===== config.mk =====
export PLATFORM = sky130hd
export DESIGN_NAME = rcc_lane
export DESIGN_NICKNAME = d
export VERILOG_FILES = /design/src/design/rcc_pkg.sv /design/src/design/rcc_lane.sv
export SDC_FILE = /design/constraint.sdc
export NUM_CORES = 2
export LEC_CHECK = 0
export CAP_MARGIN = 20
export CORE_MARGIN = 5
export CORE_UTILIZATION = 60
export DETAILED_ROUTE_END_ITERATION = 8
export DONT_BUFFER_PORTS = 1
export PLACE_DENSITY_LB_ADDON = 0.08
export SYNTH_ARGS = -nofsm -noshare
export SYNTH_HDL_FRONTEND = slang
export SYNTH_SLANG_ARGS = --single-unit

===== constraint.sdc =====
create_clock -name clk -period 5.8 [get_ports clk]
set_clock_uncertainty 0.15 [all_clocks]
set_input_delay 0.29 -clock clk [delete_from_list [all_inputs] [get_ports clk]]
set_output_delay 0.29 -clock clk [all_outputs]
set_load 0.01 [all_outputs]

===== src/design/rcc_pkg.sv =====
// Shared types and constants for the RGB 3x3 convolution block.
// Used by the channel interfaces, the lanes, the output queue and the top level.
package rcc_pkg;

  localparam int KERNEL_MAX     = 3;
  localparam int COEF_FRAC_BITS = 12;
  localparam int NUM_CH         = 3;
  localparam int NUM_TAPS       = 9;
  localparam int PIX_W          = 8;
  localparam int COEF_W         = 16;
  localparam int PROD_W         = 25;
  localparam int SUM_W          = 29;
  localparam int CFG_W          = 48;
  localparam int CFG_IDX_W      = 3;
  localparam int HEIGHT_W       = 13;
  localparam int WIDTH_REG_W    = 11;
  localparam int PIX_MAX        = 255;

  // Configuration register indexes
  localparam logic [CFG_IDX_W-1:0] REG_IMAGE_WIDTH  = 3'd0;
  localparam logic [CFG_IDX_W-1:0] REG_IMAGE_HEIGHT = 3'd1;
  localparam logic [CFG_IDX_W-1:0] REG_KERNEL_SIZE  = 3'd2;
  localparam logic [CFG_IDX_W-1:0] REG_COEF_TOP     = 3'd3;
  localparam logic [CFG_IDX_W-1:0] REG_COEF_MID     = 3'd4;
  localparam logic [CFG_IDX_W-1:0] REG_COEF_BOTTOM  = 3'd5;

  // Input item kinds
  localparam logic REQ_PIXEL = 1'b0;
  localparam logic REQ_FLUSH = 1'b1;

  typedef logic [PIX_W-1:0]         samp_t;
  typedef logic signed [COEF_W-1:0] coef_t;

  typedef struct packed {
    samp_t out_red;
    samp_t out_green;
    samp_t out_blue;
    logic  frame_last;
  } result_t;

  // Per-item control that travels along the pipeline
  typedef struct packed {
    logic valid;
    logic emit;
    logic last;
  } tag_t;

endpackage


===== src/design/rcc_lane.sv =====
// One color channel of the convolution: nine tap products, row sums, clamp.
// Depends on rcc_pkg; the products, the row sums and the result are each registered.
module rcc_lane (
  input  logic                   clk,
  input  rcc_pkg::samp_t         pix  [rcc_pkg::NUM_TAPS],
  input  logic [rcc_pkg::NUM_TAPS-1:0] mask,
  input  rcc_pkg::coef_t         coef [rcc_pkg::NUM_TAPS],
  output rcc_pkg::samp_t         res
);
  import rcc_pkg::*;

  logic signed [PROD_W-1:0] prod [NUM_TAPS];
  logic signed [SUM_W-1:0]  row_sum [3];
  logic signed [SUM_W-1:0]  total;
  logic signed [SUM_W-1:0]  shifted;

  // Multiply each tap, drop taps that fall outside the frame
  always_ff @(posedge clk) begin
    for (int i = 0; i < NUM_TAPS; i++) begin
      if (mask[i]) begin
        prod[i] <= $signed({1'b0, pix[i]}) * coef[i];
      end else begin
        prod[i] <= '0;
      end
    end
  end

  // Sum each kernel row
  always_ff @(posedge clk) begin
    for (int r = 0; r < 3; r++) begin
      row_sum[r] <= SUM_W'(prod[3*r]) + SUM_W'(prod[3*r+1]) + SUM_W'(prod[3*r+2]);
    end
  end

  // Final sum, clamp at zero, drop fraction, clamp at full scale
  always_comb begin
    total   = row_sum[0] + row_sum[1] + row_sum[2];
    shifted = total >>> COEF_FRAC_BITS;
  end

  always_ff @(posedge clk) begin
    if (total < 0) begin
      res <= '0;
    end else if (shifted > SUM_W'(PIX_MAX)) begin
      res <= PIX_W'(PIX_MAX);
    end else begin
      res <= shifted[PIX_W-1:0];
    end
  end

endmodule


* After elaboration in Yosys (flattened, before gate mapping)
Memory sizes are Yosys's and may differ from the RTL's.
Index checks and enable logic that the tools add are counted.
** Storage, ports and cells
- Flip-flop bits (word level) :: 8
- Memory bits (writable) :: 312
- Memories :: 2
** Memories
- prod :: depth 9, bits a word 25, read ports 9, clocked after memory_dff 0, write ports 9, RTL line rcc_lane.sv:12 : logic signed [PROD_W-1:0] prod [NUM_TAPS];
- row_sum :: depth 3, bits a word 29, read ports 3, clocked after memory_dff 0, write ports 3, RTL line rcc_lane.sv:13 : logic signed [SUM_W-1:0] row_sum [3];
** Cells by class
- Add/subtract/negate cells :: 8
- Multiply operators :: 9
- $lt $le $gt $ge :: 2
- Muxes and demuxes :: 37
- Bitwise logic cells :: 9
** Operator list (count)
- $mul A9 B16 Y25 :: 9
- $mux W25 :: 9
- $add A26 B25 Y27 :: 3
- $add A25 B25 Y26 :: 3
- $add A29 B29 Y29 :: 2
- $lt A29 B1 Y1 const B :: 1
- $mux W1 :: 27
- $gt A17 B9 Y1 const B :: 1
- $or A1 B1 Y1 :: 9
- $mux W8 :: 1

* Logic depth before layout (Yosys ltp)
- Word-level depth :: 4
- Gate-level depth with buffers :: 21
- Gate-level depth less buffers :: 20

* Least setup slack after synthesis
OpenSTA, ideal clock, no wires.
- Path type :: input -> register
- Start point :: input port pix[40] (netlist bit)
- End point :: memory prod[3][23]
- Arrival :: 4.842 ns
- Required time :: 5.578 ns
- Path slack :: 0.736 ns
- Cell stages on the path :: 19
- Path buffers :: 1
- Cell sequence :: clkbuf_1 -> nand2_1 -> fa_1 -> inv_1 -> fa_1 -> fa_1 -> inv_1 -> fa_1 -> inv_1 -> ha_1 -> a21o_1 -> a21o_1 -> a21oi_1 -> o21a_1 -> a311oi_1 -> o41ai_1 -> a21oi_1 -> a31oi_1 -> mux2i_1
** RTL lines
- from (decl) :: RTL line rcc_lane.sv:5 : input rcc_pkg::samp_t pix [rcc_pkg::NUM_TAPS],
- to (decl) :: RTL line rcc_lane.sv:12

==> results.yml <==
routing:
  drt_iter0_markers: 2029
  vias_per_cell: 5.333
  avgRoutedWirePerCell_microns: 16.35
  routed_wl_microns: 120700
  drtAntennaViolNets: 0
  dr.pass1.iters: 5
  dr_total_vias: 39380
  route.detailed.drc: 0
power_and_ir_drop:
  p_per_area_mw_per_mm2: 522.6
  sw_frac_of_total_pct: 49.71
  leakagePower_nw: 30.34
  power_switching_mw: 15.11
  peakVddDrop_v: 0.0003537
  internal_power_mw: 15.29
  power.share.clock_pct: 8.0
  sequentialPowerShare_pct: 13.4
  comb_power_share_pct: 78.6
  p_total_mw: 30.39
floorplan:
  die_h_microns: 313.5
  dieArea_sq_mm: 0.09830
  core_area_sq_mm: 0.09152
  rows: 111
  die_w_microns: 313.5
  initial_core_util_pct: 60.40
  ioPinCount: 234
yosys:
  yosysTopAreaCell: "fa_1"
  synth_edf_count: 0
  syn_nets: 7977
  synth-async-reset-ratio_pct: 0
  ys_seq_elements: 314
  synthFlopType: "dfxtp_1"
  yosys_warnings: 0
  syn_inst: 6177
  syn_area_sq_mm: 0.05528
  synth.distinct_cells: 78
  avgSynthCellArea_sq_um: 8.949
  yosys-top-cells-area: "fa_1, ha_1, dfxtp_1"
  yosysSeqAreaShare_pct: 11.37
  synth_top_area_share_pct: 37.01
worst_setup_path:
  cp.required_ns: 6.07
  setup.worst_path.start_class: "input pin"
  arrival_ns: 4.85
  worstSetupPathType: "input pin to register"
  path_max_fanout: 8
  end_kind: "register"
finish:
  final_cell_mix: "inv_1, fa_1, and2_1"
  layout-drive-gt1-share_pct: 1.469
  nets: 7967
  final_common_cell: "inv_1"
  final_area_sq_mm: 0.05816
  syn_to_final_growth_pct: 5.215
placement:
  dp_hpwl_microns: 102200
  placed_cell_area_sq_mm: 0.05641
  place_ws_ns: 0.7482
  place_congestion: 0.8783
  portBuffers: 0
sta:
  fin_tns_setup_ns: 0
  fin_crit_ns: 4.579
  hold_viol: 0
  finalSetupViolations: 0
  finalCritPeriodShare_pct: 78.95
  rsz0062_at_grt: "no"
  worstMarginPinSlew_ns: 0.8922
  relSlewSlack_pct: 40.32
  fmax_mhz: 218.4
  maxSlewViolCount: 0
  setup_ws_ns: 1.221
job:
  maxCapViolCount: 0
hold_path:
  hold_path.class: "input pin to register"
run_status:
  outcome: "finished clean"
clocking:
  cts_setup_buffers: 0
  cts_buffer_depth: 3
  cts_made_buffers: 36
  cts_tree: "built"
  clk_pin_slew_ns: 0.06
  cts.sinks: 314
  clk_latency_ns: 0.55
  cts_root_buf: "clkbuf_16"
  ctsHtreeMaxLevel: 2
global_route:
  grt_max_degree: 31
  grt_antenna_before_repair: 2
  grt_usage_pct: 25.12
  grt_pass1_wl_microns: 203800
  grt_overflow: 0
  grt_pass1_vias: 41470
==> area by class of cell <==
cell class,instances,area [sq um]
clock buffers,44,1002
fillers,7937,33360
repair buffers,46,460.4
diodes,3,7.507
multi-input cells,4287,43080
inverters,1482,5563
flip-flops and latches,314,6286
clock inverters,22,281.5
well taps,1186,1484
==> worst max-delay path: stages <==
cell and delay, ns:
nand2_1 0.06, fa_1 0.53, inv_1 0.07, fa_1 0.48, fa_1 0.56, inv_1 0.05
fa_1 0.48, inv_1 0.04, ha_1 0.34, a21o_1 0.18, a21o_1 0.17, a21oi_1 0.24
o211a_1 0.23, nor3_1 0.09, o41ai_1 0.55, a21oi_1 0.18, xnor2_1 0.25, nor2_1 0.07
==> timing repair <==
item,4_1_cts,5_1_grt
resized for setup,0,0
hold buffers,46,0
hold endpoints to repair,144,0
==> power groups by stage <==
stage | Clock [mW] | Sequential [mW] | Combinational, mW
global route | 2.58 | 4.15 | 27.3
CTS | 2.48 | 4.09 | 24.0
finish | 2.43 | 4.07 | 23.9
floorplan | 0 | 3.70 | 18.9
detailed placement | 0 | 4.12 | 23.7
global placement | 0 | 4.12 | 23.5
==> stage by stage <==
step | util [%] | hold WS (ns) | std cells
2_1_floorplan | - | 0.2561 | 6177
3_3_place_gp | 61.63 | 0.2662 | 7269
3_5_place_dp | 61.63 | 0.2639 | 7269
4_1_cts | 63.54 | 0.001994 | 7381
5_1_grt | 63.54 | 0.003533 | 7381
6_report | 63.55 | 0.01905 | 7384
==> worst paths after layout <==
kind                            startpoint  slack (ns)  cells after the start        endpoint
worst max-delay path              coef[76]        1.22                     18     prod[4][21]
worst min-delay path              coef[16]        0.02                      3      prod[7][1]
worst min register to register  prod[3][0]        0.43                      3  row_sum[0][29]
worst max register to register  prod[2][1]        2.08                     13  row_sum[0][23]
==> state kept, by name, indices dropped and copies added (netlist names) <==
name,cells
row_sum,81
prod,225
res,8
==> metal layers <==
metal  up-vias  track usage, %  wire length [microns]
li1      18760               -                      -
met1     19670           33.81                  52180
met2       804           43.22                  59000
met3       145           4.160                   6770
met4         2           5.559                   2736
met5         -               0                     13
==> logic make-up (layout without fill, tap and decap cells) <==
logic type,count (synthesis),count (layout),synth area share (%)
other,0,3,0
and+or+nand+nor,1850,1850,17.32
DFF,314,314,11.37
AOI/OAI and AO/OA,640,640,7.542
muxes,9,9,0.1675
adders and majority gates,1574,1574,49.51
xor gates and xnor gates,214,214,3.391
buffers and inverters,1576,1594,10.70
==> cell usage after synthesis (all sizes together), types with 11 or more instances <==
| library cell | number |
|---|---|
| a31oi | 27 |
| inv | 1478 |
| o21ai | 123 |
| xor2 | 66 |
| clkbuf | 93 |
| nor2 | 193 |
| or2 | 11 |
| o211ai | 13 |
| xnor2 | 148 |
| and3 | 29 |
| nor2b | 34 |
| o21a | 51 |
| nand4 | 17 |
| nand2b | 30 |
| o21bai | 24 |
| a21boi | 21 |
| o31ai | 16 |
| nor3 | 77 |
| dfxtp | 314 |
| a21oi | 186 |
| fa | 1022 |
| a211oi | 31 |
| ha | 552 |
| or3 | 20 |
| nand3 | 55 |
| nor3b | 22 |
| and2 | 765 |
| a21o | 72 |
| nand2 | 569 |
Power figures use the tool's default switching activity.
