**config.mk**
```make
export PLATFORM = sky130hd
export DESIGN_NAME = rcc_merge_flat
export DESIGN_NICKNAME = d
export VERILOG_FILES = /design/src/design/rcc_pkg.sv /design/src/design/rcc_stream_if.sv /design/src/design/rcc_merge.sv /design/src/flat_wrapper.sv
export SDC_FILE = /design/constraint.sdc
export NUM_CORES = 1
export LEC_CHECK = 0
export BUFFER_PORTS_ARGS = -buffer_cell sky130_fd_sc_hd__buf_2
export CORE_MARGIN = 3
export CORE_UTILIZATION = 44
export CTS_CLUSTER_DIAMETER = 200
export CTS_CLUSTER_SIZE = 24
export DETAILED_ROUTE_END_ITERATION = 7
export HOLD_SLACK_MARGIN = 0.1
export SETUP_SLACK_MARGIN = 0.05
export SLEW_MARGIN = 10
export SYNTH_ARGS = -nofsm -noshare
export SYNTH_HDL_FRONTEND = slang
export SYNTH_SLANG_ARGS = --single-unit
```
**constraint.sdc**
```tcl
create_clock -name clk -period 5.3 [get_ports clk]
set_clock_uncertainty 0.2 [all_clocks]
set_input_delay 1.06 -clock clk [delete_from_list [all_inputs] [get_ports clk]]
set_output_delay 1.06 -clock clk [all_outputs]
set_load 0.01 [all_outputs]
```
**src/design/rcc_pkg.sv**
```systemverilog
// Shared types and constants for the RGB 3x3 convolution block.
// Used by the channel interfaces, the lanes, the output queue and the top level.
package rcc_pkg;

  localparam int KERNEL_MAX     = 3;
  localparam int COEF_FRAC_BITS = 12;
  localparam int NUM_CH         = 3;
  localparam int NUM_TAPS       = 9;
  localparam int PIX_W          = 8;
  localparam int COEF_W         = 16;
  localparam int PROD_W         = 25;
  localparam int SUM_W          = 29;
  localparam int CFG_W          = 48;
  localparam int CFG_IDX_W      = 3;
  localparam int HEIGHT_W       = 13;
  localparam int WIDTH_REG_W    = 11;
  localparam int PIX_MAX        = 255;

  // Configuration register indexes
  localparam logic [CFG_IDX_W-1:0] REG_IMAGE_WIDTH  = 3'd0;
  localparam logic [CFG_IDX_W-1:0] REG_IMAGE_HEIGHT = 3'd1;
  localparam logic [CFG_IDX_W-1:0] REG_KERNEL_SIZE  = 3'd2;
  localparam logic [CFG_IDX_W-1:0] REG_COEF_TOP     = 3'd3;
  localparam logic [CFG_IDX_W-1:0] REG_COEF_MID     = 3'd4;
  localparam logic [CFG_IDX_W-1:0] REG_COEF_BOTTOM  = 3'd5;

  // Input item kinds
  localparam logic REQ_PIXEL = 1'b0;
  localparam logic REQ_FLUSH = 1'b1;

  typedef logic [PIX_W-1:0]         samp_t;
  typedef logic signed [COEF_W-1:0] coef_t;

  typedef struct packed {
    samp_t out_red;
    samp_t out_green;
    samp_t out_blue;
    logic  frame_last;
  } result_t;

  // Per-item control that travels along the pipeline
  typedef struct packed {
    logic valid;
    logic emit;
    logic last;
  } tag_t;

endpackage

```
**src/design/rcc_stream_if.sv**
```systemverilog


interface rcc_out_if;
  import rcc_pkg::*;
  logic  valid;
  logic  ready;
  samp_t out_red;
  samp_t out_green;
  samp_t out_blue;
  logic  frame_last;
  modport source (output valid, out_red, out_green, out_blue, frame_last, input ready);
  modport sink   (input valid, out_red, out_green, out_blue, frame_last, output ready);
endinterface

```
**src/design/rcc_merge.sv**
```systemverilog
// Merge stage: joins the three lane results and the frame tag into one
// result item and queues it for the output channel. Depends on rcc_pkg.
module rcc_merge #(
  parameter int DEPTH = 8
) (
  input  logic                        clk,
  input  logic                        rst,
  input  logic                        push,
  input  rcc_pkg::samp_t              lane_res [rcc_pkg::NUM_CH],
  input  logic                        last,
  output logic [$clog2(DEPTH+1)-1:0]  count,
  rcc_out_if.source                   pix_out
);
  import rcc_pkg::*;

  localparam int PW = $clog2(DEPTH);

  result_t         queue [DEPTH];
  logic [PW-1:0]   wr_ptr;
  logic [PW-1:0]   rd_ptr;
  logic            pop;
  result_t         entry;

  assign pop = pix_out.valid && pix_out.ready;

  always_comb begin
    entry.out_red    = lane_res[0];
    entry.out_green  = lane_res[1];
    entry.out_blue   = lane_res[2];
    entry.frame_last = last;
  end

  // Store merged results
  always_ff @(posedge clk) begin
    if (push) begin
      queue[wr_ptr] <= entry;
    end
  end

  // Advance pointers and occupancy
  always_ff @(posedge clk) begin
    if (rst) begin
      wr_ptr <= '0;
      rd_ptr <= '0;
      count  <= '0;
    end else begin
      if (push) begin
        wr_ptr <= (wr_ptr == PW'(DEPTH-1)) ? '0 : wr_ptr + 1'b1;
      end
      if (pop) begin
        rd_ptr <= (rd_ptr == PW'(DEPTH-1)) ? '0 : rd_ptr + 1'b1;
      end
      unique case ({push, pop})
        2'b10:   count <= count + 1'b1;
        2'b01:   count <= count - 1'b1;
        default: count <= count;
      endcase
    end
  end

  assign pix_out.valid      = (count != '0);
  assign pix_out.out_red    = queue[rd_ptr].out_red;
  assign pix_out.out_green  = queue[rd_ptr].out_green;
  assign pix_out.out_blue   = queue[rd_ptr].out_blue;
  assign pix_out.frame_last = queue[rd_ptr].frame_last;

endmodule

```
**src/flat_wrapper.sv**
```systemverilog
// flat-port wrapper written by rule: the top's interface ports become plain ports
module rcc_merge_flat import rcc_pkg::*;
#(
  parameter int DEPTH = 8
)
  (clk, rst, push, lane_res, last, count, pix_out_valid, pix_out_out_red, pix_out_out_green, pix_out_out_blue, pix_out_frame_last, pix_out_ready);
  rcc_out_if pix_out_i ();
  input  logic clk;
  input  logic rst;
  input  logic push;
  input  rcc_pkg::samp_t lane_res[rcc_pkg::NUM_CH];
  input  logic last;
  output logic [$clog2(DEPTH+1)-1:0] count;
  output wire logic [$bits(pix_out_i.valid)-1:0] pix_out_valid;
  output wire logic [$bits(pix_out_i.out_red)-1:0] pix_out_out_red;
  output wire logic [$bits(pix_out_i.out_green)-1:0] pix_out_out_green;
  output wire logic [$bits(pix_out_i.out_blue)-1:0] pix_out_out_blue;
  output wire logic [$bits(pix_out_i.frame_last)-1:0] pix_out_frame_last;
  input wire logic [$bits(pix_out_i.ready)-1:0] pix_out_ready;
  assign pix_out_valid = pix_out_i.valid;
  assign pix_out_out_red = pix_out_i.out_red;
  assign pix_out_out_green = pix_out_i.out_green;
  assign pix_out_out_blue = pix_out_i.out_blue;
  assign pix_out_frame_last = pix_out_i.frame_last;
  assign pix_out_i.ready = pix_out_ready;
  rcc_merge #(.DEPTH(DEPTH)) u_core (.clk(clk), .rst(rst), .push(push), .lane_res(lane_res), .last(last), .count(count), .pix_out(pix_out_i));
endmodule
```
**Word level (Yosys, flattened, before mapping)**

Memories as Yosys holds them, arrays and structs flattened. A register that Yosys moved wholly into a read port is not among the register bits.
Index checks and enable logic that the tools add are counted.

- Register bits: 10
- Word-level logic and storage cells: 22
- Input bits: 29
- Output and inout port bits: 30
- Memory bits (writable): 200
- Memories: 1

- Equality and inequality tests: 4
- Mux-type cells: 7
- Add/subtract/negate cells: 4
- Reductions and logical operators: 3

Memories:

| name | depth | width | read ports | clocked after Yosys merged registers in | write ports | RTL line | RTL |
|---|---|---|---|---|---|---|---|
| u_core.queue | 8 | 25 | 1 | 1 | 1 | rcc_merge.sv:18 | `result_t queue [DEPTH];` |

Operators with widths:

| cell | count |
|---|---|
| $mux 3 | 4 |
| $pmux 4 s2 | 1 |
| $add 3x1->3 const B | 2 |
| $eq 3x3->1 const B | 2 |
| $add 4x1->4 const B | 1 |
| $reduce_bool 4->1 | 1 |
| $sub 4x1->4 const B | 1 |
| $eq 2x1->1 const B | 1 |
| $eq 2x2->1 const B | 1 |
| $mux 1 | 2 |
| $reduce_bool 2->1 | 1 |
| $logic_and 1x1->1 | 1 |

**Longest topological paths before layout**

Gate-level depths: netlist of the first run.

- Word-level depth: 4
- Mapped depth: 10
- Depth with buffers taken out: 10

**Least setup slack after synthesis of the first run**

No wires, ideal clock.

- Kind: input-to-reg
- Start point: input push
- End point: memory u_core.queue[0][0] (netlist name) (enable)
- Setup slack: 1,754 ps
- Buffers on the path: 0
- Data arrival time: 2,907 ps
- Stages: 2
- Path through: nand2b_1 > nor3_1

- Longest elaborated chain between the ends: 2

RTL lines:

| item | RTL line | RTL |
|---|---|---|
| from (decl) | flat_wrapper.sv:10 | `input logic push;` |
| $mux 1 | rcc_merge.sv:35 | `if (push) begin` |
| $mux 1 (not written as such) | rcc_merge.sv:36 | `queue[wr_ptr] <= entry;` |
| to (decl) | rcc_merge.sv:18 |  |

Every way passes these cells.

==> impl_metrics.toml, run 1 <==
[global_route]
grt_overflow = 0
grt_antenna_before_repair = 1
grt_use_total = 0.144
grt_first_pass_wirelength_mm = 22.6
grt_pass1_vias = 3844
grt_start_max_net_pins = 36

[setup_path]
cp.arrival_ps = 2820
cp_max_fo = 32
end_kind = "output port"
critPathRequiredTime_ps = 4040
crit_path_start_kind = "register"
crit_type = "reg -> out"
rr_worst_depth = 8

[cells_and_area]
final_cells = 668
syn_to_final_growth_pct = 11.3
fillCellCount = 1452
seq_area_sq_um = 6270
multi_input_area_sq_um = 2000
fin_nets = 470
final_cell_area_sq_um = 9310
drive_above_1_share = 0.283

[clock_tree]
cts_hold_buf = 0
clk_pin_slew_worst_paths_ps = 80
cts_tree = "done"
post_cts_resized = 0
worstSkewPairLatency_ps = 450
clockBufferDepth = 3
cts_buffers = 12
clock_sinks = 213
htree_levels = 1
cts_setup_buffers = 0
cts-root-buf = "clkbuf_16"

[synthesis]
syn_nets = 401
synthTopCellsByArea = "edfxtp_1, mux4_1, mux2_2"
synth_xor_xnor_area_share = 0.00314
postSynthAreaPerCell_sq_um = 22.9
ys.flop_type = "edfxtp_1"
synth_seq_cells = 213
synth_top_family_by_area = "multiplexers"
synth.area.mux_share = 0.196
yosysWarnings = 0
synth_adder_area_share = 0.0105
syn-instance-count = 365
synth_cell_type_count = 27
synth_area_leader_cell = "edfxtp_1"
synth_top_area_share = 0.718
syn-cell-area_sq_um = 8360
synth_sequential_area_ratio = 0.749
synth_edf_count = 200
synth.top_cells.by_count = "edfxtp_1, mux4_1, mux2_2, dfxtp_1, nor2_1"
ys_async_sr_fraction = 0
synth-simple-area-share = 0.0202
synth_most_common_cell = "edfxtp_1"
synth_compound_area_frac = 0.00688

[sta]
finalCritPeriodShare = 0.770
fmax_mhz = 245
slew_headroom = 0.336
drv_slew = 0
fin_tns_setup_ps = 0
worstMarginPinSlew_ps = 995
rsz0062_at_grt = "false"
whs_ps = 280
hold_viol = 0
period_needed_ps = 4080
setup_viol = 0

[route]
drc = 0
wl_mm = 14.7
avgRoutedWirePerCell_microns = 22.0
drt-initial-drc-count = 283
ant_nets = 0
num_vias = 3715
viasPerCell = 5.56
dr.pass1.iters = 4

[place]
place_area_sq_um = 8960
hpwl_mm = 8.70
io_buffers = 58
gp_congestion = 0.733
place_inst = 649

[floorplanning]
core-area_sq_um = 18300
ios = 59
die_y_microns = 144
start_util = 0.456
die_width_microns = 144
std_cell_rows = 49
die-area_sq_um = 20700

[power]
p_per_area_nw_per_um2 = 384
p_leak_uw = 0.00310
vdd_drop_max_v = 0.000247

[flow_run]
drv_cap = 0

[min_path]
hold_path_depth = 2
hold_path_class = "reg -> reg"

[status]
run_status = "finished, final reports clean"
sequential cells by signal, indices dropped and copies added, names as in the netlist, named ones only:
register       flops
u_core.queue     200
u_core.rd_ptr      3
u_core.wr_ptr      3
u_core.count       4
worst max-delay path, stage by stage (launching register included):
cell	delay [ps]
dfxtp_2	980
buf_4	360
mux4_1	580
mux2_2	280
buf_2	140
cell families (layout without fill, tap and decap cells):
kind of cell	Yosys count	count (layout)
other cells	0	1
xor+xnor	3	3
flops	213	213
simple gates	34	34
buf+inv	19	92
compound gates	10	10
fa+ha+maj	7	7
mux	79	79
cells in the final DEF (no fill, tap or decap), drive strengths merged:
| cell | synthesis | routed |
|---|---|---|
| o21ai | 1 | 1 |
| nor2b | 1 | 1 |
| mux2i | 2 | 2 |
| dfxtp | 13 | 13 |
| nand3 | 1 | 1 |
| o41ai | 1 | 1 |
| clkinv | 0 | 1 |
| nor3 | 3 | 3 |
| or4 | 1 | 1 |
| nand3b | 1 | 1 |
| inv | 2 | 2 |
| or3 | 2 | 2 |
| xor2 | 3 | 3 |
| nand4b | 1 | 1 |
| clkbuf | 3 | 17 |
| nand2 | 8 | 8 |
| a41oi | 1 | 1 |
| nor2 | 12 | 12 |
| diode | 0 | 1 |
| nand2b | 3 | 3 |
| a21oi | 7 | 7 |
| ha | 7 | 7 |
| buf | 14 | 72 |
| mux4 | 50 | 50 |
| edfxtp | 200 | 200 |
| mux2 | 27 | 27 |
| nor4b | 1 | 1 |
layout make-up:
type / count / share of cell area
Tap cell: 229 / 0.0308
Sequential cell: 213 / 0.673
Clock inverter: 1 / 0.000538
Antenna cell: 1 / 0.000269
Timing Repair Buffer: 72 / 0.0425
Multi-Input combinational cell: 133 / 0.215
Inverter: 2 / 0.000806
Clock buffer: 17 / 0.0366
metrics by stage:
step | power (uW) | setup slack [ps] | util
after floorplan | 2510 | 1750 | -
after global placement | 2680 | 1700 | 0.489
after detailed placement | 2700 | 1650 | 0.489
after CTS | 3630 | 1150 | 0.508
after global routing | 3750 | 1070 | 0.508
final | 3580 | 1220 | 0.508
report_power, final:
group | switching, uW | total, uW | leakage [uW] | internal [uW]
logic | 270 | 650 | 0.00101 | 380
clock network | 485 | 936 | 0.000169 | 452
registers | 97.3 | 1990 | 0.00192 | 1890
routing by layer:
metal | track usage | wire [microns] | part of all wire
met5 | 0 | 13 | 0.00089
met4 | 0.0263 | 159 | 0.011
met2 | 0.246 | 7420 | 0.51
met3 | 0.0270 | 738 | 0.050
met1 | 0.198 | 6360 | 0.43
final timing paths:
check | start | end | slack (ps)
max | register | pix_out_out_blue[5] | 1220
min | u_core.rd_ptr[1]$_SDFFE_PP0N_ | register | 280
max reg2reg | u_core.count[1]$_SDFFE_PP0P_ | u_core.count[3]$_SDFFE_PP0P_ | 2540
min reg2reg | u_core.rd_ptr[1]$_SDFFE_PP0N_ | register | 280
Note: power is estimated with default switching activity, not from simulation.
==> run 2, diff against run 1 <==
Settings changed: ABC_AREA set to 1.
Clock period 5.3 ns to 4 ns, I/O delays scaled along.
==> run 2 against run 1 <==
Effect of this change: final area rose by 0.55%; synthesized area is 1.3% higher; largest power group unchanged; highest routed layer is now met4; non-clock buffer count did not move; critical path type unchanged; cell count up 46%; via count is 39% higher.
==> impl_metrics.toml, run 2 <==
[route]
drc = 0
drt-initial-drc-count = 337
avgRoutedWirePerCell_microns = 18.2
num_vias = 5161
wl_mm = 17.6
viasPerCell = 5.31
dr.pass1.iters = 5
ant_nets = 0

[synthesis]
synth_edf_count = 200
syn_nets = 693
synth.top_cells.by_count = "edfxtp_1, nor2_1, nand2_1, o21ai_0"
synth_top_area_share = 0.709
ys.flop_type = "edfxtp_1"
ys_async_sr_fraction = 0
synth_seq_cells = 213
syn-cell-area_sq_um = 8470
synth_cell_type_count = 22
syn-instance-count = 657
synth_most_common_cell = "edfxtp_1"
yosysWarnings = 0
synth_area_leader_cell = "edfxtp_1"
postSynthAreaPerCell_sq_um = 12.9
synth_sequential_area_ratio = 0.740
synthTopCellsByArea = "edfxtp_1, o21ai_0, nor2_1"

[cells_and_area]
largest_registers = "u_core.queue (200), u_core.count (4)"
fin_nets = 744
mostFrequentLayoutCells = "edfxtp_1, nor2_1, nand2_1, o21ai_0, buf_2"
largest_reg_flops = 200
final_cell_area_sq_um = 9360
final_common_cell = "edfxtp_1"
syn_to_final_growth_pct = 10.5
drive_above_1_share = 0.138
regMostFlops = "u_core.queue"

[power]
p_leak_uw = 0.00330
combPwrFrac = 0.282
vdd_drop_max_v = 0.000274
seqPwrFrac = 0.489
p_per_area_nw_per_um2 = 581
p_int_uw = 3680
switchingPower_uw = 1760
sw_frac_of_total = 0.323
pwr-share-clk = 0.228

[place]
io_buffers = 58
post-place-ws_ps = 1070
place_area_sq_um = 9020
gp_congestion = 0.752
hpwl_mm = 9.73

[clock_tree]
clockBufferDepth = 3
cts_hold_buf = 0
cts_setup_buffers = 0
cts_tree = "done"
clk_pin_slew_worst_paths_ps = 90
htree_levels = 1
cts-root-buf = "clkbuf_16"
post_cts_resized = 0
worstSkewPairLatency_ps = 450
cts_buffers = 12
clock_sinks = 213

[setup_path]
end_kind = "output port"
cp_common_cell = "nand2_1"
cp.arrival_ps = 2390
rr_worst_depth = 12
crit_path_start_kind = "register"
crit_type = "reg -> out"
max_stage_delay_ps = 780
path_cells = "inv_2 -> buf_12 -> o21ai_0 -> o21ai_1 -> nand2_1 -> nand2_1 -> buf_2"
cp_slowest_cell = "dfxtp_4"
critPathRequiredTime_ps = 3000
cp_max_fo = 60

[floorplanning]
die_width_microns = 145
die_y_microns = 145
start_util = 0.450
die-area_sq_um = 20900
std_cell_rows = 50
ios = 59
core-area_sq_um = 18800

[sta]
worst_slack_ps = 614
fmax_mhz = 295
hold_viol = 0
slew_headroom = 0.555
fin_tns_setup_ps = 0
drv_slew = 0
setup_viol = 0
whs_ps = 316
rsz0062_at_grt = "false"
finalCritPeriodShare = 0.847
worstMarginPinSlew_ps = 667
period_needed_ps = 3390

[global_route]
grt_use_total = 0.170
grt_antenna_before_repair = 2
grt_start_max_net_pins = 61
grt_pass1_vias = 5261
grt_overflow = 0
grt_first_pass_wirelength_mm = 27.6

[flow_run]
drv_cap = 0

[min_path]
hold_path_class = "reg -> reg"
hold_path_depth = 2

[status]
run_status = "finished, final reports clean"
[run 2: metal layers]
metal,GRT usage,wire length [microns],share of wire,vias up
met5,0,0,0,-
met4,0.0447,275,0.016,0
met3,0.0243,724,0.041,21
met2,0.299,8930,0.51,125
met1,0.222,7710,0.44,2576
li1,-,-,-,2439
[run 2: final timing paths]
kind	startpoint	endpoint	slack, ps
worst max-delay path	register	pix_out_out_red[7]	610
worst min-delay path	u_core.rd_ptr[1]$_SDFFE_PP0N_	register	320
worst max register to register	u_core.count[2]$_SDFFE_PP0P_	u_core.count[2]$_SDFFE_PP0P_	1710
worst min register to register	u_core.rd_ptr[1]$_SDFFE_PP0N_	register	320
[run 2: layout make-up]
cell class                 instances  area, sq um
tap                              260          325
fill                            1654         9470
antenna                            2         5.00
timing repair buffer              72          420
clock inverter                     1         5.00
multi-input combinational        389         1930
inverter                          20         75.1
sequential                       213         6270
clock buffer                      15          333
[run 2: critical path, delay by kind of cell, from the launching register on]
kind                   cells  cell delay, ps
DFF                        1             780
buffers and inverters      3             690
AOI/OAI and AO/OA          2             290
and+or+nand+nor            2             130
[run 2: through the flow]
stage               power, uW  std cells  utilization
finish                   5440        972        0.497
global placement         4220        954        0.479
CTS                      5490        970        0.497
floorplan                3760        657            -
detailed placement       4260        954        0.479
global route             5770        972        0.497
[run 2: kinds of logic (layout without fill, tap and decap cells)]
kind of cell | count (synthesis) | count (layout) | synth area share
other cells | 0 | 2 | 0
buf+inv | 55 | 108 | 0.0352
fa+ha+maj | 7 | 7 | 0.0103
xor+xnor | 2 | 2 | 0.00207
compound gates | 142 | 142 | 0.0879
mux | 25 | 25 | 0.0295
simple gates | 213 | 213 | 0.0951
flops | 213 | 213 | 0.740
[run 2: power by group through the flow]
stage	clock network [uW]	logic, uW	registers, uW
2_1_floorplan	0	1130	2630
3_3_place_gp	0	1520	2710
3_5_place_dp	0	1550	2710
4_1_cts	1270	1560	2660
5_1_grt	1350	1740	2680
6_report	1240	1540	2660
